--- src/hdl/efpx_pkg.sv ---
// shared types and constants for the escaped frame parser with xor check
`default_nettype none

package efpx_pkg;

  localparam int unsigned EFPX_NUM_TYPES = 4;
  localparam int unsigned EFPX_MAX_TYPES = 4;
  localparam int unsigned CFG_IDX_W      = 3;
  localparam int unsigned CFG_DATA_W     = 32;

  localparam logic [7:0] START_BYTE_RST  = 8'd126;
  localparam logic [7:0] END_BYTE_RST    = 8'd127;
  localparam logic [7:0] ESCAPE_BYTE_RST = 8'd125;

  typedef enum logic [CFG_IDX_W-1:0] {
    CFG_START_BYTE   = 3'd0,
    CFG_END_BYTE     = 3'd1,
    CFG_ESCAPE_BYTE  = 3'd2,
    CFG_TYPE_LABELS  = 3'd3,
    CFG_TYPE_LENGTHS = 3'd4,
    CFG_TYPE_ENABLE  = 3'd5
  } cfg_idx_e;

  typedef enum logic [1:0] {
    PH_SEEK_START = 2'd0,
    PH_SEEK_LABEL = 2'd1,
    PH_BODY       = 2'd2,
    PH_SEEK_END   = 2'd3
  } phase_e;

  typedef enum logic [2:0] {
    ERR_NONE      = 3'd0,
    ERR_NO_START  = 3'd1,
    ERR_BAD_LABEL = 3'd2,
    ERR_CHECKSUM  = 3'd3,
    ERR_NO_END    = 3'd4
  } err_e;

  typedef struct packed {
    logic [7:0]  start_byte;
    logic [7:0]  end_byte;
    logic [7:0]  escape_byte;
    logic [31:0] type_labels;
    logic [31:0] type_lengths;
    logic [3:0]  type_enable;
  } cfg_t;

  typedef struct packed {
    phase_e     phase_after;
    err_e       error_code;
    logic       frame_done;
    logic [1:0] type_index;
    logic       payload_valid;
    logic [7:0] payload_byte;
    logic [7:0] payload_pos;
  } result_t;

endpackage

`default_nettype wire

--- src/hdl/efpx_stream_if.sv ---
// valid/ready stream interfaces for received bytes and parser results
`default_nettype none

interface efpx_in_if;
  logic       valid;
  logic       ready;
  logic [7:0] rx_byte;

  modport source (output valid, output rx_byte, input ready);
  modport sink   (input valid, input rx_byte, output ready);
endinterface

interface efpx_out_if;
  logic       valid;
  logic       ready;
  logic [1:0] phase_after;
  logic [2:0] error_code;
  logic       frame_done;
  logic [1:0] type_index;
  logic       payload_valid;
  logic [7:0] payload_byte;
  logic [7:0] payload_pos;

  modport source (
    output valid, output phase_after, output error_code, output frame_done,
    output type_index, output payload_valid, output payload_byte, output payload_pos,
    input ready
  );
  modport sink (
    input valid, input phase_after, input error_code, input frame_done,
    input type_index, input payload_valid, input payload_byte, input payload_pos,
    output ready
  );
endinterface

`default_nettype wire

--- src/hdl/efpx_cfg_regs.sv ---
// configuration register file with plain write port
`default_nettype none

module efpx_cfg_regs
  import efpx_pkg::*;
(
  input  wire logic                  clk_i,
  input  wire logic                  rst_ni,
  input  wire logic                  cfg_we_i,
  input  wire logic [CFG_IDX_W-1:0]  cfg_idx_i,
  input  wire logic [CFG_DATA_W-1:0] cfg_wdata_i,
  output cfg_t                       cfg_o
);

  cfg_t cfg_q, cfg_d;

  always_comb begin
    cfg_d = cfg_q;
    if (cfg_we_i) begin
      unique case (cfg_idx_i)
        CFG_START_BYTE:   cfg_d.start_byte   = cfg_wdata_i[7:0];
        CFG_END_BYTE:     cfg_d.end_byte     = cfg_wdata_i[7:0];
        CFG_ESCAPE_BYTE:  cfg_d.escape_byte  = cfg_wdata_i[7:0];
        CFG_TYPE_LABELS:  cfg_d.type_labels  = cfg_wdata_i[31:0];
        CFG_TYPE_LENGTHS: cfg_d.type_lengths = cfg_wdata_i[31:0];
        CFG_TYPE_ENABLE:  cfg_d.type_enable  = cfg_wdata_i[3:0];
        default:          cfg_d = cfg_q;
      endcase
    end
  end

  always_ff @(posedge clk_i or negedge rst_ni) begin
    if (!rst_ni) begin
      cfg_q.start_byte   <= START_BYTE_RST;
      cfg_q.end_byte     <= END_BYTE_RST;
      cfg_q.escape_byte  <= ESCAPE_BYTE_RST;
      cfg_q.type_labels  <= '0;
      cfg_q.type_lengths <= '0;
      cfg_q.type_enable  <= '0;
    end else begin
      cfg_q <= cfg_d;
    end
  end

  assign cfg_o = cfg_q;

endmodule

`default_nettype wire

--- src/hdl/efpx_label_match.sv ---
// parallel label compare against enabled message types, lowest index wins
`default_nettype none

module efpx_label_match
  import efpx_pkg::*;
#(
  parameter int unsigned NumTypes = EFPX_NUM_TYPES
) (
  input  wire logic [7:0]  label_i,
  input  wire logic [31:0] type_labels_i,
  input  wire logic [3:0]  type_enable_i,
  output logic             found_o,
  output logic [1:0]       type_idx_o
);

  always_comb begin
    found_o    = 1'b0;
    type_idx_o = '0;
    for (int i = NumTypes - 1; i >= 0; i--) begin
      if (type_enable_i[i] && (type_labels_i[8*i +: 8] == label_i)) begin
        found_o    = 1'b1;
        type_idx_o = 2'(i);
      end
    end
  end

endmodule

`default_nettype wire

--- src/hdl/efpx_parser_core.sv ---
// frame state registers and per-byte step logic
`default_nettype none

module efpx_parser_core
  import efpx_pkg::*;
#(
  parameter int unsigned NumTypes = EFPX_NUM_TYPES
) (
  input  wire logic       clk_i,
  input  wire logic       rst_ni,
  input  wire logic       step_i,
  input  wire logic [7:0] rx_byte_i,
  input  wire cfg_t       cfg_i,
  output result_t         res_o
);

  phase_e     phase_q, phase_d;
  logic [1:0] type_q, type_d;
  logic [7:0] count_q, count_d;
  logic [7:0] xor_q, xor_d;
  logic       esc_q, esc_d;

  logic       found;
  logic [1:0] match_idx;
  logic [7:0] cur_len;

  efpx_label_match #(
    .NumTypes (NumTypes)
  ) u_match (
    .label_i       (rx_byte_i),
    .type_labels_i (cfg_i.type_labels),
    .type_enable_i (cfg_i.type_enable),
    .found_o       (found),
    .type_idx_o    (match_idx)
  );

  assign cur_len = cfg_i.type_lengths[8*type_q +: 8];

  always_comb begin
    phase_d = phase_q;
    type_d  = type_q;
    count_d = count_q;
    xor_d   = xor_q;
    esc_d   = esc_q;

    res_o.error_code    = ERR_NONE;
    res_o.frame_done    = 1'b0;
    res_o.payload_valid = 1'b0;
    res_o.payload_byte  = '0;
    res_o.payload_pos   = '0;

    unique case (phase_q)
      PH_SEEK_START: begin
        if (rx_byte_i == cfg_i.start_byte) phase_d = PH_SEEK_LABEL;
        else res_o.error_code = ERR_NO_START;
      end
      PH_SEEK_LABEL: begin
        if (found) begin
          phase_d = PH_BODY;
          type_d  = match_idx;
          count_d = '0;
          xor_d   = rx_byte_i;
          esc_d   = 1'b0;
        end else begin
          phase_d          = PH_SEEK_START;
          res_o.error_code = ERR_BAD_LABEL;
        end
      end
      PH_BODY: begin
        priority if (count_q >= cur_len) begin
          if (rx_byte_i == xor_q) begin
            phase_d = PH_SEEK_END;
          end else begin
            phase_d          = PH_SEEK_START;
            res_o.error_code = ERR_CHECKSUM;
          end
        end else if (!esc_q && (rx_byte_i == cfg_i.escape_byte)) begin
          esc_d = 1'b1;
        end else begin
          esc_d               = 1'b0;
          res_o.payload_valid = 1'b1;
          res_o.payload_byte  = rx_byte_i;
          res_o.payload_pos   = count_q;
          xor_d               = xor_q ^ rx_byte_i;
          count_d             = count_q + 8'd1;
        end
      end
      PH_SEEK_END: begin
        phase_d = PH_SEEK_START;
        if (rx_byte_i == cfg_i.end_byte) res_o.frame_done = 1'b1;
        else res_o.error_code = ERR_NO_END;
      end
      default: phase_d = PH_SEEK_START;
    endcase

    res_o.phase_after = phase_d;
    res_o.type_index  = type_d;
  end

  always_ff @(posedge clk_i or negedge rst_ni) begin
    if (!rst_ni) begin
      phase_q <= PH_SEEK_START;
      type_q  <= '0;
      count_q <= '0;
      xor_q   <= '0;
      esc_q   <= 1'b0;
    end else if (step_i) begin
      phase_q <= phase_d;
      type_q  <= type_d;
      count_q <= count_d;
      xor_q   <= xor_d;
      esc_q   <= esc_d;
    end
  end

endmodule

`default_nettype wire

--- src/hdl/escaped_frame_parser_xor_check_unit.sv ---
// Byte-stuffed frame parser with XOR checksum. Received bytes enter through a
// valid/ready input register, one step of the frame state machine (start,
// label, payload with escapes, checksum, end) runs between that register and
// the result register, and one result per byte leaves on the output channel.
// A byte is accepted every cycle as long as results are taken; a byte's result
// becomes valid on the output once the step from the input register has been
// caught in the result register, which holds while an earlier result is untaken.
// Configuration registers are written through the plain write port, by the user only
// while the block is idle (not enforced by the block); no clearing pass after reset.
`default_nettype none

module escaped_frame_parser_xor_check_unit
  import efpx_pkg::*;
#(
  parameter int unsigned NumTypes = EFPX_NUM_TYPES
) (
  input  wire logic                  clk_i,
  input  wire logic                  rst_ni,
  input  wire logic                  cfg_we_i,
  input  wire logic [CFG_IDX_W-1:0]  cfg_idx_i,
  input  wire logic [CFG_DATA_W-1:0] cfg_wdata_i,
  efpx_in_if.sink                    in_if,
  efpx_out_if.source                 out_if
);

  cfg_t       cfg;
  result_t    step_res;
  result_t    res_q;
  logic       in_valid_q;
  logic [7:0] in_byte_q;
  logic       out_valid_q;
  logic       out_free;
  logic       step;

  efpx_cfg_regs u_cfg (
    .clk_i       (clk_i),
    .rst_ni      (rst_ni),
    .cfg_we_i    (cfg_we_i),
    .cfg_idx_i   (cfg_idx_i),
    .cfg_wdata_i (cfg_wdata_i),
    .cfg_o       (cfg)
  );

  assign out_free     = !out_valid_q || out_if.ready;
  assign step         = in_valid_q && out_free;
  assign in_if.ready  = !in_valid_q || out_free;

  // input register
  always_ff @(posedge clk_i or negedge rst_ni) begin
    if (!rst_ni) begin
      in_valid_q <= 1'b0;
    end else if (in_if.ready) begin
      in_valid_q <= in_if.valid;
    end
  end

  always_ff @(posedge clk_i) begin
    if (in_if.valid && in_if.ready) begin
      in_byte_q <= in_if.rx_byte;
    end
  end

  efpx_parser_core #(
    .NumTypes (NumTypes)
  ) u_core (
    .clk_i     (clk_i),
    .rst_ni    (rst_ni),
    .step_i    (step),
    .rx_byte_i (in_byte_q),
    .cfg_i     (cfg),
    .res_o     (step_res)
  );

  // result register
  always_ff @(posedge clk_i or negedge rst_ni) begin
    if (!rst_ni) begin
      out_valid_q <= 1'b0;
    end else if (out_free) begin
      out_valid_q <= step;
    end
  end

  always_ff @(posedge clk_i) begin
    if (step) begin
      res_q <= step_res;
    end
  end

  assign out_if.valid         = out_valid_q;
  assign out_if.phase_after   = res_q.phase_after;
  assign out_if.error_code    = res_q.error_code;
  assign out_if.frame_done    = res_q.frame_done;
  assign out_if.type_index    = res_q.type_index;
  assign out_if.payload_valid = res_q.payload_valid;
  assign out_if.payload_byte  = res_q.payload_byte;
  assign out_if.payload_pos   = res_q.payload_pos;

endmodule

`default_nettype wire

--- src/flat_wrapper.sv ---
// flat-port wrapper written by rule: the top's interface ports become plain ports
module escaped_frame_parser_xor_check_unit_flat import efpx_pkg::*;
#(
  parameter int unsigned NumTypes = EFPX_NUM_TYPES
)
  (clk_i, rst_ni, cfg_we_i, cfg_idx_i, cfg_wdata_i, in_if_valid, in_if_rx_byte, in_if_ready, out_if_valid, out_if_phase_after, out_if_error_code, out_if_frame_done, out_if_type_index, out_if_payload_valid, out_if_payload_byte, out_if_payload_pos, out_if_ready);
  efpx_in_if in_if_i ();
  efpx_out_if out_if_i ();
  input  wire logic clk_i;
  input  wire logic rst_ni;
  input  wire logic cfg_we_i;
  input  wire logic [CFG_IDX_W-1:0] cfg_idx_i;
  input  wire logic [CFG_DATA_W-1:0] cfg_wdata_i;
  input wire logic [$bits(in_if_i.valid)-1:0] in_if_valid;
  input wire logic [$bits(in_if_i.rx_byte)-1:0] in_if_rx_byte;
  output wire logic [$bits(in_if_i.ready)-1:0] in_if_ready;
  output wire logic [$bits(out_if_i.valid)-1:0] out_if_valid;
  output wire logic [$bits(out_if_i.phase_after)-1:0] out_if_phase_after;
  output wire logic [$bits(out_if_i.error_code)-1:0] out_if_error_code;
  output wire logic [$bits(out_if_i.frame_done)-1:0] out_if_frame_done;
  output wire logic [$bits(out_if_i.type_index)-1:0] out_if_type_index;
  output wire logic [$bits(out_if_i.payload_valid)-1:0] out_if_payload_valid;
  output wire logic [$bits(out_if_i.payload_byte)-1:0] out_if_payload_byte;
  output wire logic [$bits(out_if_i.payload_pos)-1:0] out_if_payload_pos;
  input wire logic [$bits(out_if_i.ready)-1:0] out_if_ready;
  assign in_if_i.valid = in_if_valid;
  assign in_if_i.rx_byte = in_if_rx_byte;
  assign in_if_ready = in_if_i.ready;
  assign out_if_valid = out_if_i.valid;
  assign out_if_phase_after = out_if_i.phase_after;
  assign out_if_error_code = out_if_i.error_code;
  assign out_if_frame_done = out_if_i.frame_done;
  assign out_if_type_index = out_if_i.type_index;
  assign out_if_payload_valid = out_if_i.payload_valid;
  assign out_if_payload_byte = out_if_i.payload_byte;
  assign out_if_payload_pos = out_if_i.payload_pos;
  assign out_if_i.ready = out_if_ready;
  escaped_frame_parser_xor_check_unit #(.NumTypes(NumTypes)) u_core (.clk_i(clk_i), .rst_ni(rst_ni), .cfg_we_i(cfg_we_i), .cfg_idx_i(cfg_idx_i), .cfg_wdata_i(cfg_wdata_i), .in_if(in_if_i), .out_if(out_if_i));
endmodule
--- config.mk ---
export PLATFORM = sky130hd
export DESIGN_NAME = escaped_frame_parser_xor_check_unit_flat
export DESIGN_NICKNAME = d
export VERILOG_FILES = /design/src/hdl/efpx_pkg.sv /design/src/hdl/efpx_stream_if.sv /design/src/hdl/efpx_cfg_regs.sv /design/src/hdl/efpx_label_match.sv /design/src/hdl/efpx_parser_core.sv /design/src/hdl/escaped_frame_parser_xor_check_unit.sv /design/src/flat_wrapper.sv
export SDC_FILE = /design/constraint.sdc
export NUM_CORES = 1
export LEC_CHECK = 0
export BUFFER_PORTS_ARGS = -buffer_cell sky130_fd_sc_hd__buf_2
export CORE_UTILIZATION = 40
export DETAILED_ROUTE_END_ITERATION = 6
export PLACE_DENSITY = 0.58
export SETUP_SLACK_MARGIN = 0.02
export SYNTH_ARGS = -nofsm -noshare
export SYNTH_HDL_FRONTEND = slang
export SYNTH_HIERARCHICAL = 1
export SYNTH_SLANG_ARGS = --single-unit
--- constraint.sdc ---
create_clock -name clk_i -period 7.21 [get_ports clk_i]
set_clock_uncertainty 0.2 [all_clocks]
set_input_delay 1.442 -clock clk_i [delete_from_list [all_inputs] [get_ports clk_i]]
set_output_delay 1.442 -clock clk_i [all_outputs]
set_load 0.005 [all_outputs]
==> impl_results.md <==
- FP Rows: 48
- Clock-pin slew on the worst setup and hold paths: about 60 ps
- CTS resizes: 0
- Drt first pass iters: 5
- Non-Filler Instances: 834
- Yosys warns: 6
- Worst setup EP type: flip-flop
- Total number of vias: 4388
- RSZ-0062 raised after global routing: false
- Skew-Pair Late Insertion Delay: 420 ps
- Clk buf depth: 2
- Die height: about 140 microns
- Initial Util: between 40% and 50%
- CP Class: reg -> reg
- Fin nets: 653
- DP Cell Count: 802
- Hold endpoint: u_core/u_cfg/cfg_o[3]
- Asr flop ratio synth: between 70% and 80%
- Fraction of layout cells with a size suffix above 1: between 40% and 50%
- Final Critical Period: approximately 3700 ps
- Clock Sinks: around 150
- CP Data Arrival Time: ~3700 ps
- WP data required: 7270 ps
- Hold Crit Start: u_core/u_cfg/cfg_o[3]
- Leakage Power: ~3.5 nW
- Root buf cell: clkbuf_16
- Gpl congestion: approximately 0.84
- CTS Hold Buffers Added: 0
- Final period util: around half
- Worst reg2reg setup slack: 3550 ps
- Register-to-Register Path Depth: 8
- CP bufs+invs: 1
- Crit path max fanout: 11
- Outcome: complete, no violations
- R2r endpoint: u_core/u_core/xor_q[6]
- Seq cells post-synth: roughly 150
- Max Freq: 273 MHz
- R2r startpoint: u_core/u_core/type_q[0]
- Ys flop type: dfrtp_1
- CTS tree: done
- Post-CTS Setup Bufs: 0
- Cell Area, Synth: a little over 7000 sq um
- DIE AREA: about 19000 sq um
- Syn_nets: slightly below 600
- Top Family by Delay on Critical Path: simple AND/OR/NAND/NOR gates
- Hold path depth: 1
- Critical path depth: 8
- Pwr Density: 315 nW/um^2
- CTS H-tree lvls: 4
- Clock Power Share: 30.9%
- Post-synth EDFFs: 33
- VDD IR max: 0.000191 V
- First-pass GRT wire length: approximately 25 mm
- Psw: about 0.73 mW
- Max-Cap Viols: 0
- Slew @ Worst Pin: 1180 ps
- Setup total negative slack: 0 ps
- Final core utilization: 47.3%
- Max_slew headroom: between 20% and 30%
- CP max stage delay: 740 ps
- Seq pwr share: between 40% and 50%
- Initial DRC Count: 254
- GRT Total Usage: 18.5%
- Endpoints failing hold: 0
- DR WL/cell: 19.0 microns
- Syn avg cell area: 13.8 sq um
- Core area: 17500 sq um
- Sequential fraction of the synthesis area: 53.5%
- Gate power share: 22.4%
- Slowest cell on the critical path: dfrtp_1
- IO Count: between 70 and 80
- Drt drc: 0
- Initial antenna violation count: 0
- Pins Over Slew Limit: 0
- Vias in the first global route: about 4500
- Switching share of power: about 28%
- Area Growth Syn to Fin: 14.0%
- Synth cell types: between 50 and 60
- Syn Inst Count: about 530
- I/O Buffers: between 70 and 80
- Hold crit path type: reg -> reg
- Vias per std cell: approximately 5.3
- Largest net degree at the start of global routing: 65
- Setup crit start kind: flip-flop
- Overflow after GRT: 0
- Internal: 1.88 mW
- Total Wirelength: between 15 and 20 mm
- Dpl hpwl: about 11 mm
- Critical path cell sequence: mux4_2 -> inv_1 -> ha_1 -> or3_1 -> a21oi_1 -> o31ai_4 -> nor3_2 -> o221ai_1
- Antenna-violating nets left: 0
- ANT cells: 0
- Die X-Extent: 137 microns
- Inserted Clock Buffers: 17
- # setup viols final: 0
==> placed cells by master, fill, tap and decap left out, types with 8 or more instances in the layout <==
cell / n
nor4_1: 8
buf_2: 73
edfxtp_1: 33
o221ai_1: 9
or2_2: 10
nor2_1: 10
dfstp_2: 19
ha_1: 9
xnor2_1: 40
clkbuf_16: 17
nand2_1: 35
dfrtp_1: 96
and2_1: 16
xor2_1: 24
mux2_4: 30
mux4_2: 8
nand4_1: 11
mux2_2: 65
nand3_1: 8
inv_1: 10
==> final cells by class <==
| class | instances | area, sq um |
|---|---|---|
| clock buffer | 25 | 465 |
| clock inverter | 7 | 60.1 |
| fill | 1609 | 9250 |
| inverter | 10 | 37.5 |
| multi-input combinational | 342 | 3160 |
| sequential | 148 | 3890 |
| tap | 225 | 282 |
| timing repair buffer | 77 | 395 |
==> cells in the mapped netlist, types with 4 or more instances <==
library cell / n / area [sq um]
ha_1: 9 / 113
buf_2: 14 / 70.1
dfrtp_1: 96 / 2400
dfstp_2: 19 / 499
nand3_1: 8 / 40.0
xnor2_1: 40 / 350
clkbuf_1: 4 / 15.0
or2_2: 10 / 62.6
o221ai_1: 9 / 78.8
mux2_4: 30 / 450
edfxtp_1: 33 / 991
xor2_1: 24 / 210
and2_1: 16 / 100
mux2_2: 65 / 732
nand4_1: 11 / 68.8
inv_1: 10 / 37.5
a21oi_1: 7 / 35.0
nor2_1: 10 / 37.5
nor4_1: 8 / 50.1
mux4_2: 8 / 180
nand2b_1: 7 / 43.8
nand2_1: 35 / 131
nor3_1: 4 / 20.0
mux2i_1: 4 / 40.0
==> power by group through the flow <==
stage	sequential (mW)	combinational, mW	clock [mW]
final	1.22	0.584	0.806
after CTS	1.22	0.590	0.827
after detailed placement	1.23	0.585	0
after global routing	1.24	0.652	0.861
after global placement	1.23	0.567	0
after floorplan	1.18	0.467	0
==> metrics by stage <==
| stage | setup slack [ps] | hold WS (ps) | cell area, sq um | power (mW) |
|---|---|---|---|---|
| finish | 3550 | 305 | 8290 | 2.61 |
| global route | 3300 | 324 | 8290 | 2.75 |
| CTS | 3520 | 309 | 8290 | 2.64 |
| detailed placement | 3460 | 294 | 7760 | 1.82 |
| global placement | 3540 | 288 | 7760 | 1.79 |
| floorplan | 3530 | 275 | 7270 | 1.65 |
==> per-layer routing <==
layer	GRT usage (%)	routed length, microns
met1	25.0	7550
met2	29.4	7470
met3	4.48	664
met4	5.56	178
met5	0	0
==> worst max-delay path by stage <==
| stage | from | to | slack, ps |
|---|---|---|---|
| final | u_core/u_core/type_q[0] | u_core/u_core/xor_q[6] | 3550 |
| after global routing | u_core/u_core/type_q[0] | u_core/u_core/xor_q[4] | 3300 |
| after CTS | u_core/u_core/type_q[0] | u_core/u_core/xor_q[6] | 3520 |
| after detailed placement | out_if_ready | u_core/u_core/xor_q[6] | 3460 |
| after global placement | out_if_ready | u_core/u_core/xor_q[4] | 3540 |
| after floorplan | out_if_ready | u_core/u_core/xor_q[5] | 3530 |
==> cell families (layout without fill, tap and decap cells) <==
group | after synthesis | count (layout) | share of synthesized area, %
buffers and inverters | 38 | 119 | 3.25
AND/OR/NAND/NOR | 131 | 131 | 11.1
AO/OA/AOI/OAI | 31 | 31 | 3.56
XOR/XNOR | 64 | 64 | 7.71
multiplexers | 107 | 107 | 19.3
flip-flops | 148 | 148 | 53.5
adder cells (fa/ha/maj) | 9 | 9 | 1.55
==> state kept, by name, indices dropped and copies added (netlist names), 2 cells and up <==
signal and cells:
u_core/out_if.payload_byte 8, u_core/out_if.payload_pos 8, u_core/u_core/phase_q 2, u_core/u_core/xor_q 8, u_core/out_if.phase_after 2, u_core/in_byte_q 8
u_core/out_if.type_index 2, u_core/u_cfg/cfg_o 92, u_core/u_core/count_q 8, u_core/out_if.error_code 3, u_core/u_core/type_q 2
(Power assumes the default switching activity.)
